**src/rtl/afsp_pkg.sv**
```systemverilog
// ----------------------------------------------------------------------------
// afsp_pkg
// Shared types, character codes and frame constants for the ASCII frame
// sample parser.
// ----------------------------------------------------------------------------
package afsp_pkg;

	localparam int REAL_SAMPLES  = 1015;
	localparam int FRAME_SAMPLES = 1024;
	localparam int FIELD_DIGITS  = 6;
	localparam int HEX_DIGITS    = 3;

	localparam int NUM_FIELDS = 4;
	localparam int IDX_W      = 10;
	localparam int VAL_W      = 20;
	localparam int SMP_W      = 12;
	localparam int FCNT_W     = 3;
	localparam int HCNT_W     = 2;

	// padded copies exist only when the frame is longer than the real data
	localparam bit PAD_ROOM = (FRAME_SAMPLES > REAL_SAMPLES);

	localparam logic [7:0] CH_S     = 8'h53;
	localparam logic [7:0] CH_P     = 8'h70;
	localparam logic [7:0] CH_N     = 8'h6e;
	localparam logic [7:0] CH_D     = 8'h64;
	localparam logic [7:0] CH_C     = 8'h63;
	localparam logic [7:0] CH_COMMA = 8'h2c;
	localparam logic [7:0] CH_DOT   = 8'h2e;
	localparam logic [7:0] CH_0     = 8'h30;
	localparam logic [7:0] CH_9     = 8'h39;
	localparam logic [7:0] CH_LA    = 8'h61;
	localparam logic [7:0] CH_LF    = 8'h66;
	localparam logic [7:0] CH_UA    = 8'h41;
	localparam logic [7:0] CH_UF    = 8'h46;

	// field order p, n, d, c; entry 0 in the low byte
	localparam logic [NUM_FIELDS-1:0][7:0] FIELD_LETTER = {CH_C, CH_D, CH_N, CH_P};

	typedef enum logic [2:0] {
		KIND_SAMPLE   = 3'd0,
		KIND_PREAMBLE = 3'd1,
		KIND_COUNT    = 3'd2,
		KIND_CLKDIV   = 3'd3,
		KIND_CPUKHZ   = 3'd4
	} kind_t;

	// results still owed for one accepted item
	typedef struct packed {
		logic [NUM_FIELDS-1:0]            meta_mask;
		logic [NUM_FIELDS-1:0][VAL_W-1:0] meta_val;
		logic                             smp_pend;
		logic                             smp_done;
		logic [IDX_W-1:0]                 smp_idx;
		logic [SMP_W-1:0]                 smp_val;
		logic                             pad_pend;
		logic [IDX_W-1:0]                 pad_idx;
	} job_t;

	// {valid, nibble}
	function automatic logic [4:0] hex_decode(input logic [7:0] b);
		logic [4:0] r;
		r = '0;
		if (b inside {[CH_0:CH_9]}) begin
			r = {1'b1, 4'(b - CH_0)};
		end else if (b inside {[CH_LA:CH_LF]}) begin
			r = {1'b1, 4'(b - CH_LA + 8'd10)};
		end else if (b inside {[CH_UA:CH_UF]}) begin
			r = {1'b1, 4'(b - CH_UA + 8'd10)};
		end
		return r;
	endfunction

endpackage

```
**src/rtl/ascii_frame_sample_parser.sv**
```systemverilog
// ----------------------------------------------------------------------------
// ascii_frame_sample_parser
// Parses a byte stream of metadata fields and comma separated hex samples
// into typed result items, with padding at the end of a frame.
// ----------------------------------------------------------------------------
// The first result of an item is held in the job register, then in the output register.
// Throughput: one item per cycle while each item causes at most one result and
// the output is not stalled; after an item with more results the next item waits
// for its last result to move out (set by the single result register, one result
// per unstalled cycle; the last sample and its padding give 1 + FRAME_SAMPLES - REAL_SAMPLES results).
// Reset: arst_n clears all parser state and drops every pending result.
module ascii_frame_sample_parser
	import afsp_pkg::*;
(
	input  logic        clk,
	input  logic        arst_n,
	input  logic        s_tvalid,
	output logic        s_tready,
	input  logic [7:0]  s_tdata,   // [7:0] rx_byte
	output logic        m_tvalid,
	input  logic        m_tready,
	output logic [31:0] m_tdata,   // [9:0] sample_index, [29:10] result_value, [31:30] 0
	output logic [3:0]  m_tuser,   // [2:0] result_kind, [3] frame_done
	output logic        m_tlast    // run_last
);

	// parser state
	logic                                  meta_q, meta_d;
	logic [NUM_FIELDS-1:0]                 fld_act_q, fld_act_d;
	logic [NUM_FIELDS-1:0][FCNT_W-1:0]     fld_cnt_q, fld_cnt_d;
	logic [NUM_FIELDS-1:0][VAL_W-1:0]      fld_acc_q, fld_acc_d;
	logic [NUM_FIELDS-1:0]                 fld_stop_q, fld_stop_d;
	logic                                  data_q, data_d;
	logic [HCNT_W-1:0]                     hcnt_q, hcnt_d;
	logic [SMP_W-1:0]                      hacc_q, hacc_d;
	logic                                  hstop_q, hstop_d;
	logic [IDX_W-1:0]                      scnt_q, scnt_d;

	job_t       job_q, job_new, job_next;
	logic       job_busy, next_busy, out_free, move, accept;
	logic [4:0] hex_r;
	logic       dig_ok;
	logic [3:0] dig;

	// head-of-job result
	kind_t             h_kind;
	logic [IDX_W-1:0]  h_idx;
	logic [VAL_W-1:0]  h_val;
	logic              h_done;

	logic              out_v_q;
	kind_t             out_kind_q;
	logic [IDX_W-1:0]  out_idx_q;
	logic [VAL_W-1:0]  out_val_q;
	logic              out_done_q;
	logic              out_last_q;

	assign hex_r  = hex_decode(s_tdata);
	assign dig_ok = (s_tdata >= CH_0) && (s_tdata <= CH_9);
	assign dig    = 4'(s_tdata - CH_0);

	// next state and new job from the incoming item
	always_comb begin
		meta_d     = meta_q;
		fld_act_d  = fld_act_q;
		fld_cnt_d  = fld_cnt_q;
		fld_acc_d  = fld_acc_q;
		fld_stop_d = fld_stop_q;
		data_d     = data_q;
		hcnt_d     = hcnt_q;
		hacc_d     = hacc_q;
		hstop_d    = hstop_q;
		scnt_d     = scnt_q;
		job_new         = '0;
		job_new.pad_idx = IDX_W'(REAL_SAMPLES);

		if (s_tdata == CH_DOT) begin
			data_d = 1'b0;
			scnt_d = '0;
		end else begin
			if (s_tdata == CH_S || meta_q) begin
				meta_d = 1'b1;
				for (int f = 0; f < NUM_FIELDS; f++) begin
					if (s_tdata == FIELD_LETTER[f]) begin
						fld_act_d[f]  = 1'b1;
						fld_cnt_d[f]  = '0;
						fld_acc_d[f]  = '0;
						fld_stop_d[f] = 1'b0;
					end else if (fld_act_q[f]) begin
						if (!fld_stop_q[f] && dig_ok) begin
							fld_acc_d[f] = VAL_W'(fld_acc_q[f] * VAL_W'(10) + VAL_W'(dig));
						end else begin
							fld_stop_d[f] = 1'b1;
						end
						if (fld_cnt_q[f] == FCNT_W'(FIELD_DIGITS - 1)) begin
							fld_act_d[f]         = 1'b0;
							fld_cnt_d[f]         = '0;
							job_new.meta_mask[f] = 1'b1;
							job_new.meta_val[f]  = fld_acc_d[f];
							// closing the last field switches to sample data
							if (f == NUM_FIELDS - 1) begin
								meta_d  = 1'b0;
								data_d  = 1'b1;
								scnt_d  = '0;
								hcnt_d  = '0;
								hacc_d  = '0;
								hstop_d = 1'b0;
							end
						end else begin
							fld_cnt_d[f] = fld_cnt_q[f] + FCNT_W'(1);
						end
					end
				end
			end

			if (data_d) begin
				if (s_tdata == CH_COMMA) begin
					hcnt_d  = '0;
					hacc_d  = '0;
					hstop_d = 1'b0;
				end else if (hcnt_d < HCNT_W'(HEX_DIGITS)) begin
					if (!hstop_d && hex_r[4]) begin
						hacc_d = SMP_W'({hacc_d, hex_r[3:0]});
					end else begin
						hstop_d = 1'b1;
					end
					if (hcnt_d == HCNT_W'(HEX_DIGITS - 1)) begin
						job_new.smp_pend = 1'b1;
						job_new.smp_idx  = scnt_d;
						job_new.smp_val  = hacc_d;
						if ({1'b0, scnt_d} + (IDX_W+1)'(1) >= (IDX_W+1)'(REAL_SAMPLES)) begin
							data_d           = 1'b0;
							job_new.smp_done = !PAD_ROOM;
							job_new.pad_pend = PAD_ROOM;
						end
						scnt_d = scnt_d + IDX_W'(1);
					end
					hcnt_d = hcnt_d + HCNT_W'(1);
				end
			end
		end
	end

	// pick the head result and the job that remains after it
	always_comb begin
		job_next = job_q;
		h_kind   = KIND_SAMPLE;
		h_idx    = '0;
		h_val    = '0;
		h_done   = 1'b0;
		if (job_q.meta_mask[0]) begin
			h_kind = KIND_PREAMBLE;
			h_val  = job_q.meta_val[0];
			job_next.meta_mask[0] = 1'b0;
		end else if (job_q.meta_mask[1]) begin
			h_kind = KIND_COUNT;
			h_val  = job_q.meta_val[1];
			job_next.meta_mask[1] = 1'b0;
		end else if (job_q.meta_mask[2]) begin
			h_kind = KIND_CLKDIV;
			h_val  = job_q.meta_val[2];
			job_next.meta_mask[2] = 1'b0;
		end else if (job_q.meta_mask[3]) begin
			h_kind = KIND_CPUKHZ;
			h_val  = job_q.meta_val[3];
			job_next.meta_mask[3] = 1'b0;
		end else if (job_q.smp_pend) begin
			h_idx  = job_q.smp_idx;
			h_val  = VAL_W'(job_q.smp_val);
			h_done = job_q.smp_done;
			job_next.smp_pend = 1'b0;
		end else begin
			h_idx  = job_q.pad_idx;
			h_val  = VAL_W'(job_q.smp_val);
			h_done = (job_q.pad_idx == IDX_W'(FRAME_SAMPLES - 1));
			job_next.pad_idx = job_q.pad_idx + IDX_W'(1);
			if (h_done) begin
				job_next.pad_pend = 1'b0;
			end
		end
	end

	assign job_busy  = (|job_q.meta_mask) || job_q.smp_pend || job_q.pad_pend;
	assign next_busy = (|job_next.meta_mask) || job_next.smp_pend || job_next.pad_pend;
	assign out_free  = !out_v_q || m_tready;
	assign move      = out_free && job_busy;
	assign s_tready  = !job_busy || (move && !next_busy);
	assign accept    = s_tvalid && s_tready;

	always_ff @(posedge clk or negedge arst_n) begin
		if (!arst_n) begin
			meta_q     <= 1'b0;
			fld_act_q  <= '0;
			fld_cnt_q  <= '0;
			fld_acc_q  <= '0;
			fld_stop_q <= '0;
			data_q     <= 1'b0;
			hcnt_q     <= '0;
			hacc_q     <= '0;
			hstop_q    <= 1'b0;
			scnt_q     <= '0;
		end else if (accept) begin
			meta_q     <= meta_d;
			fld_act_q  <= fld_act_d;
			fld_cnt_q  <= fld_cnt_d;
			fld_acc_q  <= fld_acc_d;
			fld_stop_q <= fld_stop_d;
			data_q     <= data_d;
			hcnt_q     <= hcnt_d;
			hacc_q     <= hacc_d;
			hstop_q    <= hstop_d;
			scnt_q     <= scnt_d;
		end
	end

	// results still owed by the last accepted item
	always_ff @(posedge clk or negedge arst_n) begin
		if (!arst_n) begin
			job_q <= '0;
		end else if (accept) begin
			job_q <= job_new;
		end else if (move) begin
			job_q <= job_next;
		end
	end

	always_ff @(posedge clk or negedge arst_n) begin
		if (!arst_n) begin
			out_v_q <= 1'b0;
		end else if (move) begin
			out_v_q <= 1'b1;
		end else if (m_tready) begin
			out_v_q <= 1'b0;
		end
	end

	always_ff @(posedge clk) begin
		if (move) begin
			out_kind_q <= h_kind;
			out_idx_q  <= h_idx;
			out_val_q  <= h_val;
			out_done_q <= h_done;
			out_last_q <= !next_busy;
		end
	end

	assign m_tvalid = out_v_q;
	assign m_tdata  = {2'b00, out_val_q, out_idx_q};
	assign m_tuser  = {out_done_q, out_kind_q};
	assign m_tlast  = out_last_q;

	// frame end always closes the results of its item
	a_done_last: assert property (@(posedge clk) disable iff (!arst_n)
		out_v_q && out_done_q |-> out_last_q)
		else $error("frame_done without run_last");

	// metadata results carry index zero
	a_meta_idx: assert property (@(posedge clk) disable iff (!arst_n)
		out_v_q && (out_kind_q != KIND_SAMPLE) |-> (out_idx_q == '0))
		else $error("metadata result with nonzero index");

	// padding index stays inside the padded range
	a_pad_range: assert property (@(posedge clk) disable iff (!arst_n)
		job_q.pad_pend |-> (job_q.pad_idx >= IDX_W'(REAL_SAMPLES)))
		else $error("padding index below real sample range");

	// abort byte leaves data mode off with the index cleared
	a_abort: assert property (@(posedge clk) disable iff (!arst_n)
		accept && (s_tdata == CH_DOT) |=> !data_q && (scnt_q == '0))
		else $error("abort did not clear data mode");

	// a new item is taken only when no results of the previous one remain
	a_no_overrun: assert property (@(posedge clk) disable iff (!arst_n)
		accept |-> !job_busy || (move && !next_busy))
		else $error("item accepted over pending results");

endmodule

```
**config.mk**
```make
export PLATFORM = sky130hd
export DESIGN_NAME = ascii_frame_sample_parser
export DESIGN_NICKNAME = d
export VERILOG_FILES = /design/src/rtl/afsp_pkg.sv /design/src/rtl/ascii_frame_sample_parser.sv
export SDC_FILE = /design/constraint.sdc
export NUM_CORES = 1
export LEC_CHECK = 0
export BUFFER_PORTS_ARGS = -buffer_cell sky130_fd_sc_hd__buf_2
export CAP_MARGIN = 0
export CORE_MARGIN = 5
export CORE_UTILIZATION = 67
export CTS_CLUSTER_DIAMETER = 30
export DETAILED_ROUTE_END_ITERATION = 8
export GPL_TIMING_DRIVEN = 0
export PLACE_DENSITY = 0.83
export SYNTH_ARGS = -nofsm -noshare
export SYNTH_HDL_FRONTEND = slang
export SYNTH_SLANG_ARGS = --single-unit
```
**constraint.sdc**
```tcl
create_clock -name clk -period 8.2 [get_ports clk]
set_input_delay 0.41 -clock clk [delete_from_list [all_inputs] [get_ports clk]]
set_output_delay 0.41 -clock clk [all_outputs]
set_load 0.02 [all_outputs]
```
After elaboration in Yosys (flattened, before gate mapping)
Cells that the tools add are included.
Storage, ports and cells
  memories: 0
  logic and storage cells: 291
  memory bits (writable): 0
  ROM bits: 0
  bits in registers: 282
  bits in latches: 0
Operators by class
  reduce and logical (&&, ||, !) cells: 46
  shift operators: 0
  multiply operators: 4
  bitwise logic cells: 1
  equal/unequal tests: 22
  $add $sub $neg: 17
  divide/modulo/power cells: 0
  order comparisons: 8
  multiplexer cells: 156
Operator list (count)
  $mux 20: 28
  $mux 119: 2
  $mux 10: 11
  $mux 109: 1
  $mux 25: 4
  $mux 12: 8
  $mux 84: 1
  $add 20x4->20: 4
  $mul 20x3->19 const B: 4
  $mux 1: 68
  $mux 11: 5
  $mux 3: 14
  $eq 8x7->1 const B: 5
  $mux 2: 11
  $add 10x1->10 const B: 2
  $reduce_and 5->1: 4
  $eq 8x6->1 const B: 2
  $ge 8x7->1 const B: 2
  $le 8x7->1 const B: 2
  $reduce_and 4->1: 4
  $mux 5: 3
  $add 3x1->3 const B: 4
  $eq 3x3->1 const B: 4
  $reduce_bool 2->1: 6
  21 further kinds: 55

Longest topological paths before layout
  depth after elaboration: 15
  depth in mapped cells: 14
  depth with buffers taken out: 12

Least setup slack after synthesis
Ideal clock, no wire load.
  kind: register -> register
  from: register fld_acc_q[21] in the netlist's numbering
  to: register job_q (netlist bit job_next[71])
  path slack: 4619 ps
  data arrival time: 3515 ps
  path buffers: 0
  period minus slack after synthesis: 3581 ps
  required time: 8134 ps
  cell stages (with the launch flop): 13
  cells stage by stage: dfrtp_1 -> ha_1 -> ha_1 -> fa_1 -> a211oi_1 -> o21bai_1 -> a21oi_1 -> xor2_1 -> or4_1 -> or3_4 -> or3_1 -> a31oi_1 -> a22o_1
On the way
  word-level cells in the longest chain between the ends: 9
RTL lines
  start: declaration: RTL line ascii_frame_sample_parser.sv:31  | logic [NUM_FIELDS-1:0][VAL_W-1:0] fld_acc_q, fld_acc_d;
  start signal: assignment: RTL line ascii_frame_sample_parser.sv:206  | fld_acc_q <= fld_acc_d;
  $mul 20x3->19: RTL line ascii_frame_sample_parser.sv:91  | fld_acc_d[f] = VAL_W'(fld_acc_q[f] * VAL_W'(10) + VAL_W'(dig));
  $add 20x4->20: RTL line ascii_frame_sample_parser.sv:91
  $mux 20: RTL line ascii_frame_sample_parser.sv:90  | if (!fld_stop_q[f] && dig_ok) begin
  $mux 20: RTL line ascii_frame_sample_parser.sv:95  | if (fld_cnt_q[f] == FCNT_W'(FIELD_DIGITS - 1)) begin
  $mux 20: RTL line ascii_frame_sample_parser.sv:89  | end else if (fld_act_q[f]) begin
  $mux 20: RTL line ascii_frame_sample_parser.sv:84  | if (s_tdata == FIELD_LETTER[f]) begin
  $mux 84: RTL line ascii_frame_sample_parser.sv:81  | if (s_tdata == CH_S || meta_q) begin
  $mux 109: RTL line ascii_frame_sample_parser.sv:77  | if (s_tdata == CH_DOT) begin
  $mux 119: RTL line ascii_frame_sample_parser.sv:220  | end else if (accept) begin
  end signal: assignment: RTL line ascii_frame_sample_parser.sv:221  | job_q <= job_new;
  end signal: assignment: RTL line ascii_frame_sample_parser.sv:223  | job_q <= job_next;
  end: declaration: RTL line ascii_frame_sample_parser.sv:39  | job_t job_q, job_new, job_next;
No other way between the ends.
A chain may end at the register's enable or synchronous reset.

Worst setup path after layout
  from: input port s_tdata[2]
  to: register job_q[10] in the netlist's numbering
On the way
  word-level cells in the longest chain between the ends: 13
RTL lines
  start: declaration: RTL line ascii_frame_sample_parser.sv:19  | input logic [7:0] s_tdata,
  $eq 8x7->1, on equally long branches: RTL line ascii_frame_sample_parser.sv:84, ascii_frame_sample_parser.sv:81
  $mux 10 / $logic_or 1x1->1 (equally long branches): RTL line ascii_frame_sample_parser.sv:84, ascii_frame_sample_parser.sv:81
  $mux 10: RTL line ascii_frame_sample_parser.sv:81
  $mux 10: RTL line ascii_frame_sample_parser.sv:77
  $add 10x1->11: RTL line ascii_frame_sample_parser.sv:131  | if ({1'b0, scnt_d} + (IDX_W+1)'(1) >= (IDX_W+1)'(REAL_SAMPLES)) begin
  $ge 11x10->1: RTL line ascii_frame_sample_parser.sv:131
  $mux 1: RTL line ascii_frame_sample_parser.sv:131
  $mux 25: RTL line ascii_frame_sample_parser.sv:127  | if (hcnt_d == HCNT_W'(HEX_DIGITS - 1)) begin
  $mux 25: RTL line ascii_frame_sample_parser.sv:121  | end else if (hcnt_d < HCNT_W'(HEX_DIGITS)) begin
  $mux 25: RTL line ascii_frame_sample_parser.sv:117  | if (s_tdata == CH_COMMA) begin
  $mux 25: RTL line ascii_frame_sample_parser.sv:116  | if (data_d) begin
  $mux 109 (*): RTL line ascii_frame_sample_parser.sv:77
  $mux 119 (*): RTL line ascii_frame_sample_parser.sv:220
Every way passes the cells marked *; elsewhere a longest branch is shown, timed or not. The select of a mux whose other input is x is not followed.

==> results.txt <==
status = finished clean
worst-path fanout max = 12
I/O pin total = 51
CTS resizes = 0
routability cong. = 0.922
H-tree level count = 2
Synth Instances = 1,964
vias = 16,200
Critical Path RT = 8690 ps
largest net degree at the start of global routing = 111
Slew @ Worst Pin = 1110 ps
clock skew = 15.1 ps
placed instance area = 19,100 um2
Slew Limit Headroom = 25.6%
Wirelength per Cell = 21.1 um
maximum vdd drop = 0.136 mV
DRT antenna net count = 0
Fmax achieved = 236 MHz
RSZ-0062 raised after global routing = no
1st-iter DRT viols = 1,578
CTS sink count = 281
Mapped Avg Cell Area = 9.34 um2
vias in the first global route = 16,000
Total GRT Usage = 33.1%
Slew Limit Fails = 0
crit path time final = 4240 ps
crit share post-route = 51.7%
via/cell ratio = 6.62
clock latency on the worst-skew pair = 560 ps
Hold Crit Class = input port to asynchronous set/reset pin
DRT Pass-1 Iters = 6
CP Class = input port to register
synthesis-stage register bit count = 281
initial antenna violation count = 0
dominant synthesized flop cell = dfrtp_1
post-route cell area = 20,900 um2
setup slack at placement = 3610 ps
Post-synth EDFFs = 35
die height = 175 um
fin worst setup slack = 3960 ps
MaxCap Viol Count = 0
Final Hold Viols = 0
share of layout cells above drive strength 1 = 9.66%
setup TNS = 0 ps
power per cell area = 175 nW/um2
FF+latch area = 7210 um2
Core Area = 27,000 um2
arrival time worst endpoint = 4730 ps
sequential cell area fraction in the yosys report = 39.3%
async set-reset flop share out of synthesis = 87.5%
Worst Setup End Kind = register
Yosys Warn Count = 0
FILL cells = 1,850
Netlist cell types = 97
Die Wd = 175 um
CTS Buffer Depth = 3
area grow syn2layout = 13.9%
CTS tree = yes
Post-route DRC = 0
first-pass GRT wire length = 83,300 um
full die area = 30,800 um2
Clock Tree Root = clkbuf_16
IO Port Bufs = 48
Core Rows = 60
Final nets = 2,235
synthesized cell area = 18,300 um2
DRT Wirelength = 51,700 um
Power Total = 0.00364 W
initial core utilization = 68.0%
Pleak = 9.52 nW
DP Wirelength = 37,500 um
gr ovfl total = 0
Worst-path clk slew = 50 ps
Multi-input gate area = 10,600 um2
post-CTS setup buffers = 0
CTS buffer count = 50
Worst setup SP type = input port
Setup-failing EPs final = 0
-- sequential cells by signal, indices dropped and copies added (netlist names) --
| name | cells |
|---|---|
| job_next | 102 |
| fld_acc_q | 80 |
| out_val_q | 20 |
| job_q | 16 |
| fld_cnt_q | 12 |
| hacc_q | 12 |
| out_idx_q | 10 |
| scnt_q | 10 |
| fld_act_q | 4 |
| fld_stop_q | 4 |
| out_kind_q | 3 |
| hcnt_q | 2 |
| data_q | 1 |
| hstop_q | 1 |
| m_tlast | 1 |
| m_tvalid | 1 |
| meta_q | 1 |
| out_done_q | 1 |
-- area by class of cell --
cell class / instances / area share (%)
multi-input cells: 1562 / 51.0
flip-flops and latches: 281 / 34.5
well taps: 341 / 2.04
clock buffers: 56 / 6.29
repair buffers: 53 / 1.68
diodes: 1 / 0.0120
clock inverters: 38 / 2.07
plain buffers: 88 / 1.79
inverters: 34 / 0.611
-- critical path, stage by stage --
cell and delay, ps:
buf_2 420, clkinv_1 370, a41o_1 310, a22oi_1 370, or2_2 220, buf_2 220
buf_1 460, and2_1 240, ha_1 290, o2111a_1 300, and4_1 300, a221oi_1 80
nor4_1 490, a32o_1 230
-- synth_stat cells, types with 9 or more instances --
| master | count | area share (%) |
|---|---|---|
| a21oi_1 | 118 | 3.2 |
| nor2b_1 | 15 | 0.51 |
| o31ai_1 | 15 | 0.61 |
| a21o_1 | 38 | 1.6 |
| ha_1 | 145 | 9.9 |
| mux2i_1 | 49 | 2.7 |
| a211oi_1 | 10 | 0.41 |
| edfxtp_1 | 35 | 5.7 |
| nand3_1 | 45 | 1.2 |
| dfrtp_1 | 246 | 34 |
| nor2_1 | 132 | 2.7 |
| o21ai_0 | 188 | 5.1 |
| xnor2_1 | 72 | 3.4 |
| nand4_1 | 22 | 0.75 |
| nor3b_1 | 9 | 0.37 |
| nand3b_1 | 12 | 0.49 |
| nor3_1 | 39 | 1.1 |
| and2_1 | 15 | 0.51 |
| a22o_1 | 95 | 4.5 |
| clkbuf_1 | 61 | 1.2 |
| or3_1 | 9 | 0.31 |
| xor2_1 | 45 | 2.1 |
| o21ai_1 | 28 | 0.76 |
| and3_1 | 19 | 0.65 |
| inv_1 | 33 | 0.68 |
| buf_2 | 13 | 0.35 |
| nand2b_1 | 16 | 0.55 |
| nand2_1 | 243 | 5.0 |
| a31oi_1 | 16 | 0.55 |
-- kinds of logic (layout without fill, tap and decap cells) --
kind of cell,count (synthesis),after routing,share of synthesized area [%]
buffers and inverters,122,269,2.73
XOR/XNOR,118,118,5.71
flip-flops,281,281,39.3
AO/OA/AOI/OAI,602,602,21.7
other,1,3,0.0204
adder cells (fa/ha/maj),154,154,10.8
multiplexers,51,51,2.80
AND/OR/NAND/NOR,635,635,16.9
-- cell usage in the layout, fill, tap and decap left out, drive strengths merged, types with 8 or more instances in the layout --
master	count
nor4	8
clkbuf	117
o31ai	15
a2111oi	9
nand3b	13
and3	20
o21ai	217
or4	8
dfrtp	246
a32oi	8
ha	145
clkinv	14
nand4	22
nand3	46
inv	46
xnor2	72
nor2	135
a21o	38
o21a	8
nand2b	16
or3	10
nor3	41
a21oi	119
nor2b	15
a211oi	11
a22o	95
edfxtp	35
a221o	8
buf	79
a31oi	16
nand2	244
nor3b	15
and2	16
fa	8
mux2i	49
xor2	45
-- through the flow --
| stage | util (%) | instances | hold slack, ps |
|---|---|---|---|
| after floorplan | - | 1965 | 114 |
| after global placement | 70.5 | 2354 | 461 |
| after detailed placement | 71.0 | 2358 | 282 |
| after CTS | 77.5 | 2453 | 304 |
| after global routing | 77.5 | 2453 | 338 |
| final | 77.5 | 2454 | 312 |
-- where the power goes --
group	leakage, nW	internal [W]	switching, W	total (W)
Clock	0.843	0.00134	0.000780	0.00212
Combinational	5.03	0.0000255	0.0000827	0.000108
Sequential	3.65	0.00141	0.00000347	0.00142
-- layer usage --
metal | wire length, um | global-route usage (%) | up-vias
met2 | 24500 | 55.2 | 661
met4 | 2090 | 13.4 | 0
li1 | - | - | 7474
met1 | 21700 | 43.9 | 7957
met5 | 0 | 0 | -
met3 | 3400 | 4.61 | 153
-- final timing paths --
kind / from / endpoint / slack (ps) / cells past startpoint
worst max register to register: fld_acc_q[61]$_DFFE_PN0P_ / fld_acc_q[76]$_DFFE_PN0P_ / 4020 / 12
min in group clk: m_tready / m_tvalid$_DFFE_PN0P_ / 320 / 3
worst max-delay path: s_tdata[2] / job_q[10]$_DFFE_PN0N_ / 3960 / 14
worst min-delay path: arst_n / job_next[21]$_DFFE_PN0P_ / 310 / 2
worst min register to register: job_next[101]$_DFFE_PN0P_ / job_next[101]$_DFFE_PN0P_ / 480 / 2
max in group asynchronous: arst_n / fld_acc_q[46]$_DFFE_PN0P_ / 7050 / 3
-- what timing repair did --
item                                    in CTS  in global routing
hold buffers                                 1                  0
endpoints found under the setup margin       0                  0
endpoints found under the hold margin       27                  0
Note: power is estimated with default switching activity, not from simulation.
